===== config.mk =====
export PLATFORM = sky130hd
export DESIGN_NAME = spp_div
export DESIGN_NICKNAME = d
export VERILOG_FILES = /design/src/sv/spp_pkg.sv /design/src/sv/spp_div.sv
export SDC_FILE = /design/constraint.sdc
export NUM_CORES = 1
export LEC_CHECK = 0
export ABC_AREA = 1
export BUFFER_PORTS_ARGS = -buffer_cell sky130_fd_sc_hd__buf_2
export CAP_MARGIN = 20
export CORE_UTILIZATION = 45
export CTS_BUF_LIST = sky130_fd_sc_hd__clkbuf_4 sky130_fd_sc_hd__clkbuf_8 sky130_fd_sc_hd__clkbuf_16
export DETAILED_ROUTE_END_ITERATION = 10
export SETUP_SLACK_MARGIN = 0.15
export SYNTH_ARGS = -nofsm -noshare
export SYNTH_HDL_FRONTEND = slang
export SYNTH_SLANG_ARGS = --single-unit

===== constraint.sdc =====
create_clock -name i_clk -period 4.78 [get_ports i_clk]
set_clock_uncertainty 0.1 [all_clocks]
set_input_delay 0 -clock i_clk [delete_from_list [all_inputs] [get_ports i_clk]]
set_output_delay 0 -clock i_clk [all_outputs]
set_load 0.03 [all_outputs]

===== src/sv/spp_pkg.sv =====
package spp_pkg;

    localparam int NUM_STARS     = 1024;
    localparam int SCREEN_WIDTH  = 1024;
    localparam int SCREEN_HEIGHT = 768;

    localparam int IDX_W   = 10;
    localparam int ADDR_W  = (NUM_STARS > 1) ? $clog2(NUM_STARS) : 1;
    localparam int COORD_W = 10;
    localparam int DEPTH_W = 15;
    localparam int SPEED_W = 9;
    localparam int EYE_W   = 7;
    localparam int PIX_W   = 10;
    localparam int PADDR_W = 22;

    localparam logic [EYE_W-1:0]   EYE_RESET   = 7'd100;
    localparam logic [DEPTH_W-1:0] DEPTH_RESET = 15'd25600;

    // Denominator D = 256*E + depth, and 2*D.
    localparam int DEN_W  = 16;
    localparam int TWOD_W = DEN_W + 1;
    // Signed numerator, and its positive remainder (below size * 2D).
    localparam int NUM_W  = 32;
    localparam int REM_W  = 30;
    localparam int MAX_SZ = (SCREEN_WIDTH > SCREEN_HEIGHT) ? SCREEN_WIDTH : SCREEN_HEIGHT;
    localparam int QW     = $clog2(MAX_SZ);

    typedef enum logic {
        OP_LOAD    = 1'b0,
        OP_ADVANCE = 1'b1
    } t_op;

    typedef struct packed {
        logic [COORD_W-1:0] x;
        logic [COORD_W-1:0] y;
        logic [DEPTH_W-1:0] depth;
        logic [SPEED_W-1:0] speed;
    } t_star;

    typedef struct packed {
        t_op              op;
        logic [IDX_W-1:0] idx;
        t_star            star;
    } t_item;

    // An advanced star on its way to projection.
    typedef struct packed {
        logic               valid;
        logic [COORD_W-1:0] x;
        logic [COORD_W-1:0] y;
        logic [DEPTH_W-1:0] depth;
    } t_adv;

    typedef struct packed {
        logic valid;
        logic vis;
    } t_tag;

endpackage


===== src/sv/spp_div.sv =====
module spp_div (
    input  logic                        i_clk,
    input  logic                        i_en,
    input  logic [spp_pkg::REM_W-1:0]   i_num,
    input  logic [spp_pkg::TWOD_W-1:0]  i_den,
    output logic [spp_pkg::QW-1:0]      o_q
);

    localparam int QW = spp_pkg::QW;
    localparam int RW = spp_pkg::REM_W;

    logic [RW-1:0]                 r_rem [QW];
    logic [spp_pkg::TWOD_W-1:0]    r_den [QW];
    logic [QW-1:0]                 r_q   [QW];

    // One quotient bit per stage, most significant first.
    for (genvar i = 0; i < QW; i++) begin : g_stage
        logic [RW-1:0]              rem_in;
        logic [spp_pkg::TWOD_W-1:0] den_in;
        logic [QW-1:0]              q_in;
        logic [RW+QW-1:0]           sub;

        if (i == 0) begin : g_first
            assign rem_in = i_num;
            assign den_in = i_den;
            assign q_in   = '0;
        end else begin : g_next
            assign rem_in = r_rem[i-1];
            assign den_in = r_den[i-1];
            assign q_in   = r_q[i-1];
        end

        assign sub = (RW + QW)'(den_in) << (QW - 1 - i);

        always_ff @(posedge i_clk) begin
            if (i_en) begin
                r_den[i] <= den_in;
                if ({{QW{1'b0}}, rem_in} >= sub) begin
                    r_rem[i] <= rem_in - RW'(sub);
                    r_q[i]   <= q_in | (QW'(1) << (QW - 1 - i));
                end else begin
                    r_rem[i] <= rem_in;
                    r_q[i]   <= q_in;
                end
            end
        end
    end

    assign o_q = r_q[QW-1];

endmodule

==> results_dict.tcl <==
set metrics [dict create \
    outcome "completed" \
    cp.arrival_ps 3420 \
    synth_compound_area_frac 0.0287 \
    p_total_mw 17.4 \
    swShare 0.403 \
    dieArea_um2 73900 \
    r2r_slack_ps 1650 \
    grt.total_usage 0.245 \
    setup.worst_path.start_class "register" \
    switching_power_mw 6.99 \
    viasPerCell 4.92 \
    slew_headroom 0.307 \
    initial_core_util 0.457 \
    p_int_mw 10.4 \
    grt_pass1_wl_mm 142 \
    r2r_start "r_den[3][15]" \
    final_cell_mix "1,646 x nand2_1, 879 x inv_1, 478 x edfxtp_1, 365 x nor2_1, 288 x nand3_1" \
    die_h_um 272 \
    routedWlPerCell_um 16.3 \
    synth_fa_ha_area_frac 0.0704 \
    row_count 98 \
    insertion_delay_ps 600 \
    antenna_found_initial 2 \
    drive_above_1_share 0.0576 \
    worst_pin_slew_ps 1040 \
    ctsHoldBuffers 54 \
    synth_seq_area_share 0.438 \
    synth.avg_cell_area_um2 7.45 \
    tns_ps 0 \
    synth_mux_area_frac 0 \
    cts.clk_slew.worst_paths_ps 60 \
    power_density_nw_per_um2 480 \
    ys_ff_latch 478 \
    p_leak_nw 18.0 \
    postCtsResizedCells 0 \
    cp_slowest_cell "nand3_1" \
    wl_mm 90.2 \
    synthCells 4401 \
    cts_sinks 478 \
    final_common_cell "nand2_1" \
    finalSetupViolCount 0 \
    maxCapViolCount 0 \
    place.gp.congestion 0.962 \
    crit_path_end_kind "register" \
    cts_buffer_depth 3 \
    ios 59 \
    grt_max_degree 145 \
    syn_area_um2 32800 \
    vias 27100 \
    pwr-share-seq 0.363 \
    antenna_left 0 \
    firstDrtPassIters 6 \
    r2r_cells 11 \
    h-tree-depth 2 \
    rsz0062_at_grt "false" \
    final_nets 4758 \
    synth-simple-area-share 0.328 \
    cpPeakStageDelay_ps 720 \
    finalHoldViolations 0 \
    antenna_cells 0 \
    fill_cells 7130 \
    first_iter_violations 2114 \
    synth-warning-count 0 \
    root_buffer "clkbuf_16" \
    drv_slew 0 \
    pwr-share-comb 0.406 \
    synth_top_family_by_area "simple AND/OR/NAND/NOR gates" \
    grt-ovfl-total 0 \
    min_period_ps 3130 \
    post_cts_buffers 0 \
    ir_worst_vdd_mv 0.303 \
    ys_types 45 \
    cts-buffers-inserted 54 \
    cts_tree "built" \
    period_share 0.655 \
    port_buffers 58 \
    drc 0 \
    path_common_cell "nand2_1" \
    critPathKind "reg -> reg" \
    p_clk_frac 0.231 \
    hpwlAfterDp_mm 71.9 \
    r2r_end "r_rem[2][5]" \
    grt_pass1_vias 26000 \
    syn_nets 4629 \
    synth_xor_area_frac 0.0230 \
    crit_end "r_rem[2][5]" \
    crit_start "r_den[3][15]" \
    coreArea_um2 71700 \
    max_freq_mhz 320 \
    path_cells "inv_1 -> ha_1 -> nand2_1 -> inv_1 -> nand2_1 -> nor2_2 -> nand2_1 -> nor2_1 -> nor2_1 -> nand3_1 -> o21ai_0" \
    crit_required_ps 5070 \
    min_path_type "in -> reg" \
    die_width_um 272 \
    path_max_fanout 20 \
    syn_to_final_growth_pct 10.5 \
]
sequential cells by signal, indices dropped and copies added (netlist names):
| signal | count |
|---|---|
| r_den | 153 |
| r_q | 55 |
| r_rem | 270 |
synth_stat cells, drive strengths merged:
library cell     n  share of area
and2             7         0.0013
o21bai           5         0.0013
nor3            43         0.0069
o211ai           1        0.00023
clkbuf          10         0.0011
inv            888           0.10
a21boi           4        0.00092
xor2            70          0.019
a21oi           93          0.016
xnor2           16         0.0043
and3             3        0.00057
nand3b          41         0.0094
nand2         1687           0.20
nor2           396          0.050
nor4             6         0.0015
a21o             1        0.00023
or2              8         0.0015
clkinv           2        0.00023
edfxtp         478           0.44
nand4           63          0.012
ha             170          0.065
nand3          298          0.048
a31o             1        0.00027
o21a             1        0.00023
buf             35         0.0090
and3b            1        0.00027
o21ai           63         0.0096
o2111ai          1        0.00027
fa               9         0.0055
worst max-delay path: cells and delay by family (launching register included):
| family | cells | cell delay (ps) |
|---|---|---|
| flip-flops | 1 | 540 |
| AND/OR/NAND/NOR | 7 | 1260 |
| buffers and inverters | 2 | 160 |
| AO/OA/AOI/OAI | 1 | 500 |
| adder cells (fa/ha/maj) | 1 | 360 |
cell type report:
| class | count | area [um2] | area share |
|---|---|---|---|
| flip-flops and latches | 478 | 14400 | 0.396 |
| well taps | 950 | 1190 | 0.0328 |
| multi-input cells | 2988 | 14800 | 0.407 |
| clock inverters | 33 | 279 | 0.00770 |
| repair buffers | 118 | 898 | 0.0248 |
| inverters | 890 | 3340 | 0.0922 |
| clock buffers | 62 | 1410 | 0.0390 |
logic make-up (layout without fill, tap and decap cells):
kind of cell,count (synthesis),count (layout)
buf+inv,935,1103
flops,478,478
xor+xnor,86,86
compound gates,170,170
simple gates,2553,2553
fa+ha+maj,179,179
layer usage:
layer  global-route usage  vias up  part of all wire
met4               0.0733        0             0.029
met3               0.0213      151             0.041
met5                    0        -                 0
li1                     -    14000                 -
met1                0.316    12300              0.44
met2                0.436      666              0.49
how the worst min path moves through the flow:
stage                   endpoint      start  depth (start not counted)
floorplan            r_den[0][0]   i_den[0]                          0
global placement     r_rem[0][7]   i_num[7]                          1
detailed placement   r_den[0][2]   i_den[2]                          1
CTS                 r_den[0][13]  i_den[13]                          2
global route        r_den[0][13]  i_den[13]                          2
finish               r_den[0][2]   i_den[2]                          2
through the flow:
stage / utilization / setup slack, ps / instances / hold slack [ps] / cell area (um2)
2_1_floorplan: - / 2490 / 4401 / -1.13 / 32800
3_3_place_gp: 0.474 / 1680 / 5370 / 95.7 / 34000
3_5_place_dp: 0.474 / 1640 / 5370 / 92.8 / 34000
4_1_cts: 0.505 / 1630 / 5519 / 0.313 / 36200
5_1_grt: 0.505 / 1400 / 5519 / 20.2 / 36200
6_report: 0.505 / 1650 / 5519 / 40.0 / 36200
power groups by stage:
stage | logic [mW] | clock network (mW) | registers, mW
detailed placement | 6.93 | 0 | 6.40
finish | 7.05 | 4.01 | 6.31
CTS | 7.01 | 4.10 | 6.32
global route | 8.06 | 4.24 | 6.37
floorplan | 5.30 | 0 | 6.05
global placement | 6.91 | 0 | 6.40
Note: power is estimated with default switching activity, not from simulation.
