## config.mk

```make
export PLATFORM = sky130hd
export DESIGN_NAME = spp_proj
export DESIGN_NICKNAME = d
export VERILOG_FILES = /design/src/sv/spp_pkg.sv /design/src/sv/spp_proj.sv
export SDC_FILE = /design/constraint.sdc
export NUM_CORES = 1
export LEC_CHECK = 0
export BUFFER_PORTS_ARGS = -buffer_cell sky130_fd_sc_hd__buf_2
export CAP_MARGIN = 20
export CORE_UTILIZATION = 65
export CTS_CLUSTER_DIAMETER = 40
export CTS_CLUSTER_SIZE = 16
export DETAILED_ROUTE_END_ITERATION = 10
export MAX_ROUTING_LAYER = met4
export PLACE_DENSITY = 0.86
export SLEW_MARGIN = 20
export SYNTH_ARGS = -nofsm -noshare
export SYNTH_HDL_FRONTEND = slang
export SYNTH_SLANG_ARGS = --single-unit
```

## constraint.sdc

```tcl
create_clock -name i_clk -period 13.66 [get_ports i_clk]
set_clock_uncertainty 0.2 [all_clocks]
set_input_delay 2.049 -clock i_clk [delete_from_list [all_inputs] [get_ports i_clk]]
set_output_delay 2.049 -clock i_clk [all_outputs]
set_load 0.05 [all_outputs]
```

## src/sv/spp_pkg.sv

```systemverilog
package spp_pkg;

    localparam int NUM_STARS     = 1024;
    localparam int SCREEN_WIDTH  = 1024;
    localparam int SCREEN_HEIGHT = 768;

    localparam int IDX_W   = 10;
    localparam int ADDR_W  = (NUM_STARS > 1) ? $clog2(NUM_STARS) : 1;
    localparam int COORD_W = 10;
    localparam int DEPTH_W = 15;
    localparam int SPEED_W = 9;
    localparam int EYE_W   = 7;
    localparam int PIX_W   = 10;
    localparam int PADDR_W = 22;

    localparam logic [EYE_W-1:0]   EYE_RESET   = 7'd100;
    localparam logic [DEPTH_W-1:0] DEPTH_RESET = 15'd25600;

    // Denominator D = 256*E + depth, and 2*D.
    localparam int DEN_W  = 16;
    localparam int TWOD_W = DEN_W + 1;
    // Signed numerator, and its positive remainder (below size * 2D).
    localparam int NUM_W  = 32;
    localparam int REM_W  = 30;
    localparam int MAX_SZ = (SCREEN_WIDTH > SCREEN_HEIGHT) ? SCREEN_WIDTH : SCREEN_HEIGHT;
    localparam int QW     = $clog2(MAX_SZ);

    typedef enum logic {
        OP_LOAD    = 1'b0,
        OP_ADVANCE = 1'b1
    } t_op;

    typedef struct packed {
        logic [COORD_W-1:0] x;
        logic [COORD_W-1:0] y;
        logic [DEPTH_W-1:0] depth;
        logic [SPEED_W-1:0] speed;
    } t_star;

    typedef struct packed {
        t_op              op;
        logic [IDX_W-1:0] idx;
        t_star            star;
    } t_item;

    // An advanced star on its way to projection.
    typedef struct packed {
        logic               valid;
        logic [COORD_W-1:0] x;
        logic [COORD_W-1:0] y;
        logic [DEPTH_W-1:0] depth;
    } t_adv;

    typedef struct packed {
        logic valid;
        logic vis;
    } t_tag;

endpackage

```

## src/sv/spp_proj.sv

```systemverilog
module spp_proj (
    input  logic                         i_clk,
    input  logic                         i_rst_n,
    input  logic                         i_en,
    input  logic [spp_pkg::EYE_W-1:0]    i_eye,
    input  spp_pkg::t_adv                i_adv,
    output spp_pkg::t_tag                o_tag,
    output logic [spp_pkg::REM_W-1:0]    o_num_x,
    output logic [spp_pkg::REM_W-1:0]    o_num_y,
    output logic [spp_pkg::TWOD_W-1:0]   o_twod
);

    logic [spp_pkg::DEN_W-1:0]         den;
    logic signed [spp_pkg::NUM_W-1:0]  cx, cy, nx, ny, lim_x, lim_y;
    logic signed [spp_pkg::NUM_W-1:0]  r_nx, r_ny;
    logic [spp_pkg::TWOD_W-1:0]        r_twod1, r_twod2;
    logic                              r_v1;
    spp_pkg::t_tag                     r_tag;
    logic [spp_pkg::REM_W-1:0]         r_rx, r_ry;
    logic                              vx, vy;

    // Numerator of s = N / 2D: N = size*D + 256*E*(2c - size).
    always_comb begin
        den = spp_pkg::DEN_W'({i_eye, 8'b0}) + spp_pkg::DEN_W'(i_adv.depth);
        cx  = $signed(spp_pkg::NUM_W'({i_adv.x, 1'b0}))
            - $signed(spp_pkg::NUM_W'(spp_pkg::SCREEN_WIDTH));
        cy  = $signed(spp_pkg::NUM_W'({i_adv.y, 1'b0}))
            - $signed(spp_pkg::NUM_W'(spp_pkg::SCREEN_HEIGHT));
        nx  = $signed(spp_pkg::NUM_W'(spp_pkg::SCREEN_WIDTH) * spp_pkg::NUM_W'(den))
            + (($signed(spp_pkg::NUM_W'(i_eye)) * cx) <<< 8);
        ny  = $signed(spp_pkg::NUM_W'(spp_pkg::SCREEN_HEIGHT) * spp_pkg::NUM_W'(den))
            + (($signed(spp_pkg::NUM_W'(i_eye)) * cy) <<< 8);
        lim_x = $signed(spp_pkg::NUM_W'(spp_pkg::SCREEN_WIDTH) * spp_pkg::NUM_W'(r_twod1));
        lim_y = $signed(spp_pkg::NUM_W'(spp_pkg::SCREEN_HEIGHT) * spp_pkg::NUM_W'(r_twod1));
        vx  = (r_nx > 0) && (r_nx < lim_x);
        vy  = (r_ny > 0) && (r_ny < lim_y);
    end

    always_ff @(posedge i_clk) begin
        if (!i_rst_n) begin
            r_v1        <= 1'b0;
            r_tag.valid <= 1'b0;
        end else if (i_en) begin
            r_v1        <= i_adv.valid;
            r_tag.valid <= r_v1;
        end
    end

    always_ff @(posedge i_clk) begin
        if (i_en) begin
            r_nx      <= nx;
            r_ny      <= ny;
            r_twod1   <= {den, 1'b0};
            r_tag.vis <= vx && vy;
            r_rx      <= spp_pkg::REM_W'(r_nx);
            r_ry      <= spp_pkg::REM_W'(r_ny);
            r_twod2   <= r_twod1;
        end
    end

    assign o_tag   = r_tag;
    assign o_num_x = r_rx;
    assign o_num_y = r_ry;
    assign o_twod  = r_twod2;

endmodule

```

==> flow_metrics.py <==
metrics = {
    "synthesis": {
        "synth_compound_area_share_pct": 12.2,
        "synth-edff-count": 113,
        "synth_warnings": 0,
        "synthXorXnorAreaFrac_pct": 6.34,
        "netlist_area_sq_um": 13300,
        "ys_types": 59,
        "syn_inst": 1311,
        "synthMuxAreaShare_pct": 0.311,
        "synthSimpleGateAreaFrac_pct": 11.9,
        "synth_flop_cell": "edfxtp_1",
        "ys_async_sr_fraction_pct": 0,
        "synth_top_family_by_area": "adder cells",
        "synth_adder_area_share_pct": 35.8,
        "synth_seq_cells": 115,
        "avgSynthCellArea_sq_um": 10.1,
        "ys_seq_area_share_pct": 25.9,
    },
    "clock_network": {
        "ctsResizeCount": 0,
        "clock_latency_ns": 0.41,
        "cts.clk_slew.worst_paths_ns": 0.05,
        "root_buffer": "clkbuf_16",
        "post-cts-setup-buffer-count": 0,
        "cts_tree": "built",
        "cts_buffers": 17,
        "htreeDepth": 4,
        "clock_path_buffers": 2,
        "cts.sinks": 115,
        "cts_hold_buf": 0,
    },
    "placed_design": {
        "gp_congestion": 0.945,
        "io_buffers": 106,
        "hpwlAfterDp_microns": 21900,
    },
    "route": {
        "drc": 1,
        "totalWireLength_microns": 27900,
        "dr_total_vias": 9558,
        "vias_per_cell": 5.63,
        "post_drt_wl_per_cell_microns": 16.4,
        "drtAntennaViolNets": 0,
        "first_pass_iters": 8,
        "drt_iter0_drc": 468,
    },
    "finish": {
        "layout_commonest_cell": "inv_1",
        "drive_above_1_share_pct": 10.1,
        "mostFrequentLayoutCells": "inv_1, ha_1, fa_1, edfxtp_1, and2_1",
        "area_growth_pct": 10.2,
        "nNetsFinal": 1772,
        "fillerInstances": 1365,
    },
    "setup_path": {
        "critPathKind": "primary input to flop",
        "reg2reg_slack_ns": 8.87,
        "critPathCaptureType": "flop",
        "crit_buf_inv": 4,
        "critPathMaxFanout": 22,
        "critical-path-top-delay-family": "adder cells",
        "r2r_cells": 15,
        "start_kind": "primary input",
        "crit_arrival_ns": 8.00,
        "r2r_end": "o_tag[0]$_DFFE_PP_",
        "path_common_cell": "fa_1",
        "reg2reg_from": "r_twod1[2]$_DFFE_PP_",
        "crit_slowest_cell": "fa_1",
        "slowest_delay_ns": 0.53,
        "crit_required_ns": 13.61,
    },
    "timing": {
        "hold_ws_ns": 0.270,
        "setup_violations": 0,
        "hold_violations": 0,
        "rsz0062_at_grt": "no",
        "slew_headroom_pct": 38.4,
        "post-route-min-period_ns": 8.05,
        "maxSlewViolCount": 0,
        "fin_setup_tns_ns": 0,
        "fmax_mhz": 124,
        "max_slew.worst_pin.slew_ns": 0.922,
        "finalCritPeriodShare_pct": 59.0,
    },
    "power": {
        "power_mw": 3.78,
        "ir_drop_uv": 135,
        "leakage_nw": 7.04,
        "p_per_area_nw_per_um2": 259,
    },
    "global_routing": {
        "gr-total-overflow": 0,
        "grt.busiest_layer": "met2",
        "use_met1_pct": 35.4,
        "grt_util_met2_pct": 50.4,
        "grtUsageMet3_pct": 3.95,
        "antenna_found_initial": 3,
        "grt_pass1_vias": 9695,
        "grt_max_degree": 95,
        "grt_pass1_wl_microns": 45800,
        "track_usage_pct": 29.3,
    },
    "job": {
        "drv_cap": 0,
    },
    "worst_hold_path": {
        "holdCritStartpoint": "r_nx[30]$_DFFE_PP_",
        "hold_path.class": "flop to flop",
        "hold_end": "o_num_x[28]$_DFFE_PP_",
        "holdPathStages": 0,
    },
    "floorplanning": {
        "rows": 51,
        "initial_core_util_pct": 67.3,
        "core_area_sq_um": 19700,
        "die_h_microns": 145,
        "fp.dieW_microns": 145,
        "io_pins": 125,
        "die_area_sq_um": 21000,
    },
    "outcome": {
        "violations": "DRC",
        "status": "complete, but fails checks",
    },
}
cell usage after synthesis (14+ instances only):
cell type	n	area (sq um)
inv_1	209	785
ha_1	186	2330
fa_1	121	2420
edfxtp_1	113	3390
and2_1	108	676
a21oi_1	78	390
xnor2_1	66	578
nand2_1	54	203
nor2_1	43	161
o21ai_0	41	205
a21o_1	35	263
xor2_1	30	263
nand2b_1	22	138
buf_4	21	158
a211oi_1	16	120
nor2b_1	16	100
o21a_1	15	113
o21bai_1	15	113
clkbuf_1	14	52.6
stage by stage:
step / cells / cell area, sq um / util (%) / worst slack, ns
final: 1698 / 14600 / 74.1 / 5.61
after global routing: 1698 / 14600 / 74.1 / 5.24
after CTS: 1695 / 14600 / 74.1 / 5.63
after detailed placement: 1665 / 14000 / 70.9 / 5.21
after global placement: 1665 / 14000 / 70.9 / 5.42
after floorplan: 1328 / 13300 / - / 5.86
final cells by class:
type                    count  area, sq um  share of cell area (%)
diodes                      3         7.51                  0.0514
clock inverters            12          189                    1.29
clock buffers              18          429                    2.94
well taps                 265          332                    2.27
multi-input cells         969         8900                    60.9
repair buffers            107          544                    3.72
inverters                 209          785                    5.37
flip-flops and latches    115         3430                    23.5
cell families after synthesis:
group	count (synthesis)
XOR/XNOR	96
AND/OR/NAND/NOR	294
flip-flops	115
adder cells (fa/ha/maj)	307
buffers and inverters	244
other	1
multiplexers	4
AO/OA/AOI/OAI	250
flip-flops by register name (all words and copies together) (netlist names):
| name | count |
|---|---|
| o_twod | 16 |
| r_v1 | 1 |
| o_num_y | 20 |
| o_num_x | 20 |
| r_nx | 20 |
| o_tag | 2 |
| r_ny | 20 |
| r_twod1 | 16 |
power breakdown:
part / internal, mW / total [mW] / switching [mW] / leakage, nW
registers: 0.636 / 0.717 / 0.0814 / 1.12
logic: 1.09 / 2.60 / 1.51 / 5.63
clock network: 0.318 / 0.460 / 0.142 / 0.290
worst register-to-register path, delay by kind of cell (launching register included):
kind / cells / cell delay [ns]
adders and majority gates: 2 / 0.61
DFF: 1 / 0.49
and+or+nand+nor: 5 / 1.07
AOI/OAI and AO/OA: 7 / 1.98
xor gates and xnor gates: 1 / 0.18
worst max-delay path by stage:
stage                     slack (ns)            endpoint  startpoint  cells after the start
after CTS                       5.63  r_ny[27]$_DFFE_PP_    i_eye[4]                     26
final                           5.61  r_ny[27]$_DFFE_PP_    i_eye[4]                     25
after global placement          5.42  r_ny[27]$_DFFE_PP_    i_eye[4]                     26
after floorplan                 5.86  r_ny[27]$_DFFE_PP_    i_eye[4]                     25
after detailed placement        5.21  r_ny[27]$_DFFE_PP_    i_eye[4]                     26
after global routing            5.24  r_ny[27]$_DFFE_PP_    i_eye[4]                     25
per-layer routing:
layer / wire length (microns) / part of all wire [%]
met1: 11700 / 42
met2: 14100 / 51
met3: 1550 / 5.5
met4: 592 / 2.1
met5: 0 / 0
Note: power is estimated with default switching activity, not from simulation.
